## config.mk

```make
export PLATFORM = sky130hd
export DESIGN_NAME = extended_gcd_modular_inverse_core
export DESIGN_NICKNAME = d
export VERILOG_FILES = /design/src/sv/egcd_pkg.sv /design/src/sv/egcd_ctrl.sv /design/src/sv/egcd_dp.sv /design/src/sv/extended_gcd_modular_inverse_core.sv
export SDC_FILE = /design/constraint.sdc
export NUM_CORES = 1
export LEC_CHECK = 0
export BUFFER_PORTS_ARGS = -buffer_cell sky130_fd_sc_hd__clkbuf_2
export CORE_MARGIN = 2
export CORE_UTILIZATION = 62
export DETAILED_ROUTE_END_ITERATION = 10
export PLACE_DENSITY = 0.81
export SLEW_MARGIN = 20
export SYNTH_ARGS = -nofsm -noshare
export SYNTH_HDL_FRONTEND = slang
export SYNTH_HIERARCHICAL = 1
export SYNTH_SLANG_ARGS = --single-unit
export TNS_END_PERCENT = 100
```

## constraint.sdc

```tcl
create_clock -name clk -period 7.9 [get_ports clk]
set_input_delay 0.395 -clock clk [delete_from_list [all_inputs] [get_ports clk]]
set_output_delay 0.395 -clock clk [all_outputs]
set_load 0.005 [all_outputs]
```

## src/sv/egcd_pkg.sv

```systemverilog
// Shared types and constants for the extended Euclidean gcd and modular inverse core.
package egcd_pkg;

    localparam int OPERAND_BITS = 31;
    localparam int COEF_BITS    = OPERAND_BITS + 1;
    localparam int CNT_BITS     = $clog2(OPERAND_BITS);

    typedef struct packed {
        logic [OPERAND_BITS-1:0] value_a;
        logic [OPERAND_BITS-1:0] modulus;
    } egcd_in_t;

    typedef struct packed {
        logic [OPERAND_BITS-1:0]        gcd_value;
        logic signed [COEF_BITS-1:0]    bezout_s;
        logic signed [COEF_BITS-1:0]    bezout_t;
        logic [OPERAND_BITS-1:0]        inverse;
        logic                           has_inverse;
    } egcd_out_t;

    typedef enum logic [2:0] {
        ST_IDLE,
        ST_CHECK,
        ST_DIV,
        ST_UPD,
        ST_FIN
    } egcd_state_t;

    typedef struct packed {
        logic load;
        logic div_start;
        logic div_step;
        logic update;
        logic finish;
    } egcd_cmd_t;

    typedef struct packed {
        logic r1_zero;
    } egcd_status_t;

endpackage

```

## src/sv/egcd_ctrl.sv

```systemverilog
// Sequencer for the Euclid steps, the serial division and the result handoff.
module egcd_ctrl (
    input  logic                  clk,
    input  logic                  rst_n,
    input  logic                  in_valid,
    output logic                  in_ready,
    output logic                  out_valid,
    input  logic                  out_ready,
    input  egcd_pkg::egcd_status_t status,
    output egcd_pkg::egcd_cmd_t   cmd
);

    localparam logic [egcd_pkg::CNT_BITS-1:0] DIV_LAST =
        egcd_pkg::CNT_BITS'(egcd_pkg::OPERAND_BITS - 1);

    egcd_pkg::egcd_state_t state_reg, state_next;
    logic [egcd_pkg::CNT_BITS-1:0] cnt_reg, cnt_next;
    logic out_valid_reg, out_valid_next;

    always_ff @(posedge clk or negedge rst_n)
    begin
        if (!rst_n)
        begin
            state_reg     <= egcd_pkg::ST_IDLE;
            cnt_reg       <= '0;
            out_valid_reg <= 1'b0;
        end
        else
        begin
            state_reg     <= state_next;
            cnt_reg       <= cnt_next;
            out_valid_reg <= out_valid_next;
        end
    end

    always_comb
    begin
        state_next = state_reg;
        cnt_next   = cnt_reg;
        cmd        = '0;
        in_ready   = 1'b0;
        case (state_reg)
            egcd_pkg::ST_IDLE:
            begin
                in_ready = 1'b1;
                if (in_valid)
                begin
                    cmd.load   = 1'b1;
                    state_next = egcd_pkg::ST_CHECK;
                end
            end
            egcd_pkg::ST_CHECK:
            begin
                if (status.r1_zero)
                begin
                    state_next = egcd_pkg::ST_FIN;
                end
                else
                begin
                    cmd.div_start = 1'b1;
                    cnt_next      = '0;
                    state_next    = egcd_pkg::ST_DIV;
                end
            end
            egcd_pkg::ST_DIV:
            begin
                cmd.div_step = 1'b1;
                cnt_next     = cnt_reg + 1'b1;
                if (cnt_reg == DIV_LAST)
                begin
                    state_next = egcd_pkg::ST_UPD;
                end
            end
            egcd_pkg::ST_UPD:
            begin
                cmd.update = 1'b1;
                state_next = egcd_pkg::ST_CHECK;
            end
            egcd_pkg::ST_FIN:
            begin
                if (!out_valid_reg || out_ready)
                begin
                    cmd.finish = 1'b1;
                    state_next = egcd_pkg::ST_IDLE;
                end
            end
            default:
            begin
                state_next = egcd_pkg::ST_IDLE;
            end
        endcase
        out_valid_next = (out_valid_reg && !out_ready) || cmd.finish;
    end

    assign out_valid = out_valid_reg;

`ifndef NO_ASSERTIONS
    a_accept_to_check: assert property (@(posedge clk) disable iff (!rst_n)
        in_valid && in_ready |=> state_reg == egcd_pkg::ST_CHECK)
        else $error("Accepted transaction did not start a Euclid step check.");

    a_div_length: assert property (@(posedge clk) disable iff (!rst_n)
        state_reg == egcd_pkg::ST_DIV && cnt_reg == DIV_LAST |=> state_reg == egcd_pkg::ST_UPD)
        else $error("Serial division did not end after the last quotient bit.");

    a_finish_sets_valid: assert property (@(posedge clk) disable iff (!rst_n)
        cmd.finish |=> out_valid_reg)
        else $error("Finished result was not presented.");

    a_no_overwrite: assert property (@(posedge clk) disable iff (!rst_n)
        cmd.finish |-> !out_valid_reg || out_ready)
        else $error("Result register overwritten before its transaction.");
`endif

endmodule

```

## src/sv/egcd_dp.sv

```systemverilog
// Datapath with remainder and coefficient registers, serial divider and result register.
module egcd_dp (
    input  logic                   clk,
    input  egcd_pkg::egcd_in_t     in_data,
    input  egcd_pkg::egcd_cmd_t    cmd,
    output egcd_pkg::egcd_status_t status,
    output egcd_pkg::egcd_out_t    out_data
);

    localparam int N = egcd_pkg::OPERAND_BITS;
    localparam int C = egcd_pkg::COEF_BITS;

    logic [N-1:0] r0_reg, r1_reg, m_reg, dvd_reg, rem_reg;
    logic [C-1:0] s0_reg, s1_reg, t0_reg, t1_reg, acc_s_reg, acc_t_reg;
    egcd_pkg::egcd_out_t res_reg;

    logic [N:0]   shifted, trial;
    logic         qbit;
    logic [N-1:0] rem_next;
    logic [C-1:0] acc_s_next, acc_t_next;

    logic [C-1:0] m_ext, inv_sum, inv_diff, inv_full;
    logic         s_neg, s_ge, ok;

    always_comb
    begin
        shifted    = {rem_reg, dvd_reg[N-1]};
        trial      = shifted - {1'b0, r1_reg};
        qbit       = !trial[N];
        rem_next   = qbit ? trial[N-1:0] : shifted[N-1:0];
        acc_s_next = {acc_s_reg[C-2:0], 1'b0} + (qbit ? s1_reg : '0);
        acc_t_next = {acc_t_reg[C-2:0], 1'b0} + (qbit ? t1_reg : '0);
    end

    always_comb
    begin
        m_ext    = {1'b0, m_reg};
        s_neg    = s0_reg[C-1];
        s_ge     = !s_neg && (s0_reg >= m_ext);
        inv_sum  = s0_reg + m_ext;
        inv_diff = s0_reg - m_ext;
        inv_full = s_neg ? inv_sum : (s_ge ? inv_diff : s0_reg);
        ok       = (r0_reg == N'(1)) && (m_reg != '0);
    end

    always_ff @(posedge clk)
    begin
        if (cmd.load)
        begin
            r0_reg <= in_data.value_a;
            r1_reg <= in_data.modulus;
            m_reg  <= in_data.modulus;
            s0_reg <= C'(1);
            s1_reg <= '0;
            t0_reg <= '0;
            t1_reg <= C'(1);
        end
        else if (cmd.update)
        begin
            r0_reg <= r1_reg;
            r1_reg <= rem_reg;
            s0_reg <= s1_reg;
            s1_reg <= s0_reg - acc_s_reg;
            t0_reg <= t1_reg;
            t1_reg <= t0_reg - acc_t_reg;
        end

        if (cmd.div_start)
        begin
            dvd_reg   <= r0_reg;
            rem_reg   <= '0;
            acc_s_reg <= '0;
            acc_t_reg <= '0;
        end
        else if (cmd.div_step)
        begin
            dvd_reg   <= {dvd_reg[N-2:0], 1'b0};
            rem_reg   <= rem_next;
            acc_s_reg <= acc_s_next;
            acc_t_reg <= acc_t_next;
        end

        if (cmd.finish)
        begin
            res_reg.gcd_value   <= r0_reg;
            res_reg.bezout_s    <= s0_reg;
            res_reg.bezout_t    <= t0_reg;
            res_reg.inverse     <= ok ? inv_full[N-1:0] : '0;
            res_reg.has_inverse <= ok;
        end
    end

    assign status.r1_zero = (r1_reg == '0);
    assign out_data       = res_reg;

endmodule

```

## src/sv/extended_gcd_modular_inverse_core.sv

```systemverilog
// Top level of the extended Euclidean gcd and modular inverse core.
// Each input transaction carries a value and a modulus; the core returns the gcd, the Bezout
// coefficients s and t with s*value_a + t*modulus = gcd, and the inverse of value_a modulo
// modulus when the gcd is 1 and the modulus is not zero. Each Euclid step runs a restoring
// divider one quotient bit per cycle, accumulating quotient times s and t alongside, and one item
// is worked on at a time. The result register lets the next transaction start while a result waits.
module extended_gcd_modular_inverse_core (
    input  logic                clk,
    input  logic                rst_n,
    input  logic                in_valid,
    output logic                in_ready,
    input  egcd_pkg::egcd_in_t  in_data,
    output logic                out_valid,
    input  logic                out_ready,
    output egcd_pkg::egcd_out_t out_data
);

    egcd_pkg::egcd_cmd_t    cmd;
    egcd_pkg::egcd_status_t status;

    egcd_ctrl u_ctrl (
        .clk       (clk),
        .rst_n     (rst_n),
        .in_valid  (in_valid),
        .in_ready  (in_ready),
        .out_valid (out_valid),
        .out_ready (out_ready),
        .status    (status),
        .cmd       (cmd)
    );

    egcd_dp u_dp (
        .clk      (clk),
        .in_data  (in_data),
        .cmd      (cmd),
        .status   (status),
        .out_data (out_data)
    );

endmodule
```

==> flow_summary.yaml, run 1 <==
job:
  drv_cap: 0
logic_synthesis:
  synth.avg_cell_area_um2: 9.70
  synth_flop_cell: "edfxtp_1"
  synth_fp_nets: 3224
  synth-compound-area-share_pct: 16.6
  syn_inst: 2935
  synth_adder_area_share_pct: 9.98
  synthMuxAreaShare_pct: 7.91
  synth_top_family_by_area: "compound AO/OA/AOI/OAI gates"
  ys_types: 84
  ys_warn_count: 6
  seq_area_frac_synth_pct: 42.9
  synth-xor-area-share_pct: 5.55
  synth_seq_cells: 483
  synth-edff-count: 251
  async_reset_ff_share_pct: 1.86
  syn_area_um2: 28500
  synth-simple-area-share_pct: 12.9
power_and_ir_drop:
  switchingPower_w: 0.00683
  p_seq_share_pct: 28.1
  sw_frac_of_total_pct: 44.2
  p_clk_share_pct: 15.6
  peakVddDrop_mv: 0.390
  p_leak_nw: 13.4
  p_int_w: 0.00862
  pwr-share-comb_pct: 56.4
  p_per_area_nw_per_um2: 486
layout:
  largest_register_ffs: 127
  final_nets: 3387
  fin_util_pct: 70.0
  layout_commonest_cell: "nor2_1"
  syn_to_final_growth_pct: 11.6
  final_cell_mix: "nor2_1, edfxtp_1, dfxtp_1"
  n_antenna_cell: 0
  finalNonFillerCells: 3739
  drive_above_1_share_pct: 12.4
routing:
  top_layer: "met4"
  drtPass1Iterations: 6
  drt_iter0_drc: 2267
  drc: 0
  viasPerCell: 6.19
  vias: 23100
  ant_nets: 0
  wl_um: 75500
  wl_per_cell_um: 20.2
  met1Wirelength_um: 32300
  wl_met2_um: 34400
  wl_met3_um: 5730
floorplan:
  die_h_um: 218
  dieArea_um2: 47700
  start_util_pct: 62.7
  core_area_um2: 45400
  io_pins: 195
  rows: 78
  die_x_um: 218
timing:
  fin_tns_setup_ns: 0
  post-route-period-util_pct: 88.6
  tightest_slew_ns: 1.04
  fin_ws_ns: 0.897
  maxSlewHeadroom_pct: 30.4
  report.final.setup_viol: 0
  finalMaxSlewViolations: 0
  rsz0062_at_grt: "no"
  holdWs_ns: 0.0254
  finalHoldViolCount: 0
  fin_skew_ns: 0.0423
  max_freq_ghz: 0.143
  min_period_ns: 7.00
hold_path:
  hp-class: "in2reg"
  hold_path_depth: 1
  worstHoldStart: "in_data[25]"
  min_to: "u_dp/m_reg[25]$_DFFE_PP_"
grt:
  grt_overflow: 0
  grt_pass1_vias: 22300
  grt_max_degree: 93
  grt_pass1_wl_um: 118000
  antenna_found_initial: 0
  grt.total_usage_pct: 31.2
setup_path:
  endpoint_kind: "flip-flop"
  path_class: "reg2reg"
  cp.arrival_ns: 7.51
  cp_max_fo: 36
  cp-start-kind: "flip-flop"
  r2r_end: "u_dp/acc_s_reg[31]$_SDFFE_PP0P_"
  cp.required_ns: 8.41
  r2r_slack_ns: 0.90
  reg2reg_from: "u_dp/r1_reg[14]$_DFFE_PP_"
  ff2ff_path_depth: 24
placed_design:
  placed_cells: 3633
  pre_cts_slack_ns: 1.09
  port_buffers: 194
  gp_congestion: 0.953
  hpwlAfterDp_um: 54200
clocking:
  clockRootBuffer: "clkbuf_16"
  htreeDepth: 2
  cts_resized: 0
  cts.sinks: 483
  cts_buffer_depth: 3
  cts_made_buffers: 50
  cts_tree: "done"
  path_clk_slew_ns: 0.06
  clk_latency_ns: 0.63
run_status:
  status: "finished clean"
[per-layer routing]
layer	vias up	global-route usage, %
met4	0	12.7
li1	10900	-
met1	11000	42.2
met5	-	0
met2	1007	49.8
met3	194	5.18
[cell usage after synthesis, types with 63 or more instances]
library cell	number	area share, %
a21oi_1	195	3.4
and2_1	72	1.6
inv_1	193	2.5
a21o_1	81	2.1
mux2_2	63	2.5
nor2_1	276	3.6
edfxtp_1	251	26
mux2i_1	154	5.4
clkbuf_1	93	1.2
ha_1	216	9.5
xnor2_1	112	3.4
o21ai_0	143	2.5
xor2_1	66	2.0
dfxtp_1	223	16
nand2_1	183	2.4
[per-stage QoR]
stage	cell area, µm²	power, W
after floorplan	28500	0.0108
after global placement	30000	0.0125
after detailed placement	30000	0.0128
after CTS	31800	0.0153
after global routing	31800	0.0165
final	31800	0.0155
[worst max-delay path, cell delays in order, from the launching register on]
cell      delay (ns)
edfxtp_1        0.37
inv_1           0.07
ha_1            0.36
and3_1          0.22
and4_1          0.24
and3_1          0.21
a32o_1          0.20
a2111o_1        0.43
a21oi_1         0.33
o21ai_1         0.22
xor2_4          0.31
and2_1          0.29
ha_1            0.22
fa_1            0.42
a211oi_1        0.43
o21ai_1         0.17
a31oi_1         0.46
nand2_1         0.15
nand3_1         0.17
o21ai_1         0.11
or4_1           0.44
a31oi_1         0.32
o21ai_1         0.14
xnor3_1         0.34
a211oi_1        0.24
[repair_timing]
action / in CTS / in global routing
endpoints found under the hold margin: 21 / 0
buffers inserted: 0 / 0
hold buffers: 13 / 0
[kinds of logic (layout without fill, tap and decap cells)]
| group | Yosys count | after routing |
|---|---|---|
| xor+xnor | 179 | 179 |
| buf+inv | 315 | 519 |
| fa+ha+maj | 223 | 223 |
| compound gates | 743 | 743 |
| flops | 483 | 483 |
| mux | 217 | 217 |
| simple gates | 775 | 775 |
[worst max-delay path by stage]
stage                                          from                               to  slack (ns)  cells after the start
after global placement     u_dp/r1_reg[1]$_DFFE_PP_  u_dp/acc_t_reg[31]$_SDFFE_PP0P_        1.33                     24
after detailed placement   u_dp/r1_reg[1]$_DFFE_PP_  u_dp/acc_s_reg[31]$_SDFFE_PP0P_        1.09                     24
final                     u_dp/r1_reg[14]$_DFFE_PP_  u_dp/acc_s_reg[31]$_SDFFE_PP0P_        0.90                     24
after floorplan           u_dp/r1_reg[14]$_DFFE_PP_  u_dp/acc_t_reg[31]$_SDFFE_PP0P_        1.74                     26
after global routing      u_dp/r1_reg[16]$_DFFE_PP_  u_dp/acc_s_reg[31]$_SDFFE_PP0P_        0.50                     23
after CTS                  u_dp/r1_reg[1]$_DFFE_PP_  u_dp/acc_s_reg[31]$_SDFFE_PP0P_        1.02                     24
[power by group through the flow]
stage / logic, W / clock network [W] / registers, W
floorplan: 0.00677 / 0 / 0.00404
global placement: 0.00816 / 0 / 0.00431
CTS: 0.00855 / 0.00244 / 0.00430
finish: 0.00871 / 0.00240 / 0.00434
global route: 0.00958 / 0.00254 / 0.00441
detailed placement: 0.00846 / 0 / 0.00434
[area by class of cell]
| cell class | count | area (µm²) |
|---|---|---|
| Clock buffer | 75 | 1440 |
| Clock inverter | 18 | 249 |
| Fill cell | 3359 | 13600 |
| Inverter | 197 | 742 |
| Multi-Input combinational cell | 2137 | 15100 |
| Sequential cell | 483 | 12200 |
| Tap cell | 600 | 751 |
| Timing Repair Buffer | 229 | 1270 |
Power figures use the tool's default switching activity.
==> run 2, diff against run 1 <==
--- a/config.mk
+++ b/config.mk
@@ -5,7 +5,8 @@
 export SDC_FILE = /design/constraint.sdc
 export NUM_CORES = 1
 export LEC_CHECK = 0
-export BUFFER_PORTS_ARGS = -buffer_cell sky130_fd_sc_hd__clkbuf_2
+export BUFFER_PORTS_ARGS = -buffer_cell sky130_fd_sc_hd__buf_2
+export CAP_MARGIN = 0
 export CORE_MARGIN = 2
 export CORE_UTILIZATION = 62
 export DETAILED_ROUTE_END_ITERATION = 10
@@ -13,6 +14,5 @@
 export SLEW_MARGIN = 20
 export SYNTH_ARGS = -nofsm -noshare
 export SYNTH_HDL_FRONTEND = slang
-export SYNTH_HIERARCHICAL = 1
 export SYNTH_SLANG_ARGS = --single-unit
 export TNS_END_PERCENT = 100
==> flow_summary.yaml, run 2 <==
grt:
  antenna_found_initial: 4
  grt_pass1_vias: 23300
  grt_max_degree: 95
  grt.total_usage_pct: 32.2
  grt_pass1_wl_um: 123000
  grt_overflow: 0
logic_synthesis:
  ys_warn_count: 0
  synth_seq_cells: 483
  syn_inst: 3158
  ys_types: 87
  synth_flop_cell: "edfxtp_1"
  synth_fp_nets: 3447
  yosys-top-cells-area: "edfxtp_1, dfxtp_1, ha_1"
  yosysMostFrequentCell: "nand2_1"
  synth_area_leader_cell: "edfxtp_1"
  synth.avg_cell_area_um2: 9.09
  synthTopCellsByCount: "nand2_1, a21oi_1, edfxtp_1"
  syn_area_um2: 28700
  synth-edff-count: 251
  seq_area_frac_synth_pct: 42.6
  async_reset_ff_share_pct: 1.86
  synth_top_area_share_pct: 26.3
timing:
  min_period_ns: 6.59
  fin_ws_ns: 1.31
  report.final.setup_viol: 0
  fin_skew_ns: 0.0214
  post-route-period-util_pct: 83.4
  holdWs_ns: 0.0366
  finalMaxSlewViolations: 0
  finalHoldViolCount: 0
  rsz0062_at_grt: "no"
  max_freq_ghz: 0.152
  maxSlewHeadroom_pct: 32.6
  tightest_slew_ns: 1.01
  fin_tns_setup_ns: 0
routing:
  viasPerCell: 6.15
  wl_um: 78700
  drtPass1Iterations: 6
  drc: 0
  drt_iter0_drc: 2306
  ant_nets: 0
  wl_per_cell_um: 19.9
  vias: 24300
setup_path:
  cp.arrival_ns: 7.02
  path_class: "reg2reg"
  endpoint_kind: "flip-flop"
  critPathMaxStageDelay_ns: 0.84
  cp_max_fo: 72
  path_cells: "inv_1, ha_1, nor2b_1, o31ai_2, a2111oi_4, o31ai_2, a21oi_2, o2111ai_2, a21o_1, and3_4, buf_4, and2_1, ha_1, a21o_1, a21o_1, a21o_1, a21oi_1, o211ai_1, a31oi_1, nor3_1, a2111oi_0, xor2_1, o22ai_1"
  cp-start-kind: "flip-flop"
  cp_slowest_cell: "and3_4"
  cpMostUsedCell: "a21o_1"
  cp.required_ns: 8.33
placed_design:
  pre_cts_slack_ns: 1.46
  port_buffers: 194
  placed_cells: 3839
  hpwlAfterDp_um: 56200
  gp_congestion: 0.998
clocking:
  clk_latency_ns: 0.60
  cts.sinks: 483
  cts_resized: 0
  cts_setup_buffers: 0
  cts_made_buffers: 49
  path_clk_slew_ns: 0.07
  cts_tree: "done"
  cts_buffer_depth: 3
  cts_hold_buffers: 22
  clockRootBuffer: "clkbuf_16"
  htreeDepth: 2
floorplan:
  start_util_pct: 63.0
  dieArea_um2: 48000
  core_area_um2: 45600
  die_x_um: 219
  rows: 78
  io_pins: 195
  die_h_um: 219
job:
  drv_cap: 0
layout:
  largest_register_ffs: 127
  final_cell_mix: "nand2_1, a21oi_1, edfxtp_1"
  syn_to_final_growth_pct: 11.3
  layout_commonest_cell: "nand2_1"
  fin_util_pct: 70.1
  final_nets: 3603
  finalNonFillerCells: 3959
  drive_above_1_share_pct: 10.9
power_and_ir_drop:
  p_per_area_nw_per_um2: 370
  peakVddDrop_mv: 0.276
  p_leak_nw: 13.2
hold_path:
  hp-class: "in2reg"
run_status:
  status: "finished clean"
[run 2: per-layer routing]
metal | share of wire (%) | GRT usage (%)
met5 | 0 | 0
met1 | 42 | 43.1
met2 | 47 | 53.1
met4 | 3.5 | 12.7
met3 | 7.1 | 4.55
[run 2: logic make-up (layout without fill, tap and decap cells)]
group	after synthesis	count (layout)	synth area share, %
AND/OR/NAND/NOR	1005	1005	16.1
flip-flops	483	483	42.6
multiplexers	70	70	2.58
adder cells (fa/ha/maj)	223	223	9.90
XOR/XNOR	177	177	5.40
other	0	4	0
buffers and inverters	339	536	4.71
AO/OA/AOI/OAI	861	861	18.8
[run 2: worst paths after layout]
path	endpoint	slack, ns	from	depth (start not counted)
setup / recovery	u_dp.acc_t_reg[28]$_SDFFE_PP0P_	1.31	u_dp.r1_reg[1]$_DFFE_PP_	23
hold / removal	u_dp.m_reg[12]$_DFFE_PP_	0.04	in_data[12]	1
setup reg to reg	u_dp.acc_t_reg[28]$_SDFFE_PP0P_	1.31	u_dp.r1_reg[1]$_DFFE_PP_	23
hold reg to reg	u_dp.out_data[96]$_DFFE_PP_	0.46	u_dp.r0_reg[0]$_DFFE_PP_	0
max in group asynchronous	u_ctrl.cnt_reg[2]$_DFFE_PN0P_	7.51	rst_n	2
min in group asynchronous	u_ctrl.cnt_reg[1]$_DFFE_PN0P_	0.19	rst_n	2
[run 2: stage by stage]
step / area (µm²) / total power [W]
6_report: 32000 / 0.0118
3_5_place_dp: 30100 / 0.00933
4_1_cts: 31900 / 0.0117
2_1_floorplan: 28700 / 0.00794
3_3_place_gp: 30100 / 0.00915
5_1_grt: 32000 / 0.0125
[run 2: area by class of cell]
type                       count  area, µm²
multi-input combinational   2336      15200
inverter                     201        762
sequential                   483      12200
antenna                        4       10.0
clock buffer                  72       1450
timing repair buffer         243       1420
clock inverter                20        180
fill                        3400      13600
tap                          600        751
[run 2: where the power goes]
part | internal (W) | switching [W]
Clock | 0.00137 | 0.000995
Sequential | 0.00337 | 0.000524
Combinational | 0.00216 | 0.00341
Total | 0.00690 | 0.00493
[run 2: worst max-delay path: cells and delay by family, from the launching register on]
kind | cells | cell delay, ns
AO/OA/AOI/OAI | 14 | 3.52
XOR/XNOR | 1 | 0.20
adder cells (fa/ha/maj) | 2 | 0.50
buffers and inverters | 2 | 0.47
flip-flops | 1 | 0.44
AND/OR/NAND/NOR | 4 | 1.26
==> run 3, diff against run 2 <==
--- a/config.mk
+++ b/config.mk
@@ -5,6 +5,7 @@
 export SDC_FILE = /design/constraint.sdc
 export NUM_CORES = 1
 export LEC_CHECK = 0
+export ABC_AREA = 1
 export BUFFER_PORTS_ARGS = -buffer_cell sky130_fd_sc_hd__buf_2
 export CAP_MARGIN = 0
 export CORE_MARGIN = 2
==> constraint.sdc (replaced) <==
create_clock -name clk -period 6.15 [get_ports clk]
set_input_delay 0.3075 -clock clk [delete_from_list [all_inputs] [get_ports clk]]
set_output_delay 0.3075 -clock clk [all_outputs]
set_load 0.005 [all_outputs]
==> flow_summary.yaml, run 3 <==
layout:
  drive_above_1_share_pct: 9.01
  final_cell_mix: "nand2_1, inv_1, o21ai_0"
  syn_to_final_growth_pct: 11.5
  largest_register_ffs: 127
  layout_commonest_cell: "nand2_1"
  finalNonFillerCells: 5134
  final_nets: 4708
grt:
  grt_pass1_vias: 28900
  antenna_found_initial: 4
  grt_pass1_wl_um: 157000
  grt_overflow: 0
  grt_max_degree: 128
  grt.total_usage_pct: 38.0
logic_synthesis:
  synth_fp_nets: 4513
  seq_area_frac_synth_pct: 38.6
  synth_top_area_share_pct: 23.8
  synth_seq_cells: 483
  ys_warn_count: 0
  yosys-top-cells-area: "edfxtp_1, dfxtp_1, nand2_1"
  synth.avg_cell_area_um2: 7.49
  synth-edff-count: 251
  synth_area_leader_cell: "edfxtp_1"
  ys_types: 63
  yosysMostFrequentCell: "nand2_1"
  synthTopCellsByCount: "nand2_1, inv_1, o21ai_0"
  async_reset_ff_share_pct: 1.86
  syn_inst: 4224
  syn_area_um2: 31600
  synth_flop_cell: "edfxtp_1"
timing:
  maxSlewHeadroom_pct: 30.2
  fin_skew_ns: 0.0270
  fin_tns_setup_ns: 0
  max_freq_ghz: 0.203
  finalMaxSlewViolations: 0
  tightest_slew_ns: 1.05
  holdWs_ns: 0.0240
  min_period_ns: 4.93
  finalHoldViolCount: 0
  rsz0062_at_grt: "no"
  post-route-period-util_pct: 80.1
  report.final.setup_viol: 0
setup_path:
  path_class: "reg2reg"
  r2r_end: "u_dp.acc_s_reg[30]$_SDFFE_PP0P_"
  reg2reg_from: "u_dp.r1_reg[18]$_DFFE_PP_"
  critPathMaxStageDelay_ns: 0.57
  cp-start-kind: "flip-flop"
  ff2ff_path_depth: 23
  crit_buf_inv: 4
  path_cells: "inv_1, ha_1, nand2_1, inv_1, nand2_1, nand2_1, nand2_1, nand2_1, a21oi_1, nand2_1, nand2_1, nand2_2, nor2_1, ha_1, nand3_1, nand3_1, a21boi_0, inv_1, a21oi_1, nand3b_1, a21oi_1, o21ai_0, inv_1"
  crit_family: "simple AND/OR/NAND/NOR gates"
  cp.required_ns: 6.67
  cp.arrival_ns: 5.44
  r2r_slack_ns: 1.22
  endpoint_kind: "flip-flop"
  cp_max_fo: 44
  cp_slowest_cell: "nand2_2"
  cpMostUsedCell: "nand2_1"
power_and_ir_drop:
  p_clk_share_pct: 13.9
  p_per_area_nw_per_um2: 645
  pwr-share-comb_pct: 61.2
  switchingPower_w: 0.0118
  p_seq_share_pct: 24.9
  p_leak_nw: 16.2
  sw_frac_of_total_pct: 51.8
  p_int_w: 0.0109
  peakVddDrop_mv: 0.582
placed_design:
  gp_congestion: 1.02
  port_buffers: 194
  placed_cells: 4996
  hpwlAfterDp_um: 76300
clocking:
  clk_latency_ns: 0.63
  path_clk_slew_ns: 0.06
  cts_setup_buffers: 0
  cts_tree: "done"
  cts.sinks: 483
  cts_hold_buffers: 41
  clockRootBuffer: "clkbuf_16"
  cts_resized: 0
  cts_buffer_depth: 3
  htreeDepth: 2
  cts_made_buffers: 51
hold_path:
  min_to: "u_dp.r0_reg[18]$_DFFE_PP_"
  hp-class: "in2reg"
  worstHoldStart: "in_data[49]"
  hold_path_depth: 3
floorplan:
  core_area_um2: 50300
  io_pins: 195
  rows: 82
  die_h_um: 230
  dieArea_um2: 52900
  die_x_um: 230
  start_util_pct: 62.9
routing:
  vias: 30300
  drt_iter0_drc: 3097
  viasPerCell: 5.90
  drc: 0
  ant_nets: 0
  wl_um: 101000
  wl_per_cell_um: 19.8
  drtPass1Iterations: 6
run_status:
  status: "finished clean"
job:
  drv_cap: 0
[run 3: power groups by stage]
stage / Clock, W / Sequential (W) / Combinational, W
floorplan: 0 / 0.00531 / 0.0101
global placement: 0 / 0.00565 / 0.0132
detailed placement: 0 / 0.00567 / 0.0134
CTS: 0.00318 / 0.00562 / 0.0135
global route: 0.00331 / 0.00573 / 0.0154
finish: 0.00317 / 0.00566 / 0.0139
[run 3: worst max-delay path by stage]
| stage | startpoint | end | slack [ns] | depth (start not counted) |
|---|---|---|---|---|
| 3_3_place_gp | u_dp.r1_reg[17]$_DFFE_PP_ | u_dp.acc_s_reg[27]$_SDFFE_PP0P_ | 1.55 | 26 |
| 6_report | u_dp.r1_reg[18]$_DFFE_PP_ | u_dp.acc_s_reg[30]$_SDFFE_PP0P_ | 1.22 | 23 |
| 3_5_place_dp | u_dp.r1_reg[17]$_DFFE_PP_ | u_dp.acc_s_reg[30]$_SDFFE_PP0P_ | 1.32 | 23 |
| 5_1_grt | u_dp.r1_reg[11]$_DFFE_PP_ | u_dp.acc_s_reg[18]$_SDFFE_PP0P_ | 0.78 | 23 |
| 2_1_floorplan | u_ctrl.out_valid$_DFF_PN0_ | u_dp.out_data[0]$_DFFE_PP_ | 1.58 | 1 |
| 4_1_cts | u_dp.r1_reg[18]$_DFFE_PP_ | u_dp.acc_s_reg[30]$_SDFFE_PP0P_ | 1.29 | 23 |
[run 3: kinds of logic after synthesis]
| logic type | Yosys count | share of synthesized area (%) |
|---|---|---|
| and+or+nand+nor | 1581 | 21.0 |
| AOI/OAI and AO/OA | 1047 | 18.5 |
| buffers and inverters | 781 | 9.84 |
| DFF | 483 | 38.6 |
| xor gates and xnor gates | 109 | 3.02 |
| adders and majority gates | 223 | 8.98 |
[run 3: cell type report]
class | count | area (µm²)
antenna | 1 | 2.50
fill | 4205 | 15000
timing repair buffer | 265 | 1630
multi-input combinational | 2960 | 16300
inverter | 658 | 2480
tap | 672 | 841
clock inverter | 28 | 259
sequential | 483 | 12200
clock buffer | 67 | 1470
[run 3: layer usage]
layer  global-route usage [%]  wire length (µm)
met1                     49.6             40800
met2                     60.4             45000
met3                     6.15              9470
met4                     20.7              6200
met5                        0                13
[run 3: worst register-to-register path: cells and delay by family, from the launching register on]
| kind | cells | cell delay (ns) |
|---|---|---|
| AND/OR/NAND/NOR | 12 | 2.13 |
| adder cells (fa/ha/maj) | 2 | 0.58 |
| AO/OA/AOI/OAI | 5 | 1.36 |
| buffers and inverters | 4 | 0.42 |
| flip-flops | 1 | 0.35 |
[run 3: stage by stage]
| stage | total power (W) | util [%] | setup slack, ns | area [µm²] |
|---|---|---|---|---|
| 2_1_floorplan | 0.0154 | - | 1.58 | 31600 |
| 3_3_place_gp | 0.0189 | 65.8 | 1.55 | 33100 |
| 3_5_place_dp | 0.0190 | 65.8 | 1.32 | 33100 |
| 4_1_cts | 0.0223 | 70.1 | 1.29 | 35200 |
| 5_1_grt | 0.0245 | 70.1 | 0.782 | 35300 |
| 6_report | 0.0227 | 70.1 | 1.22 | 35300 |
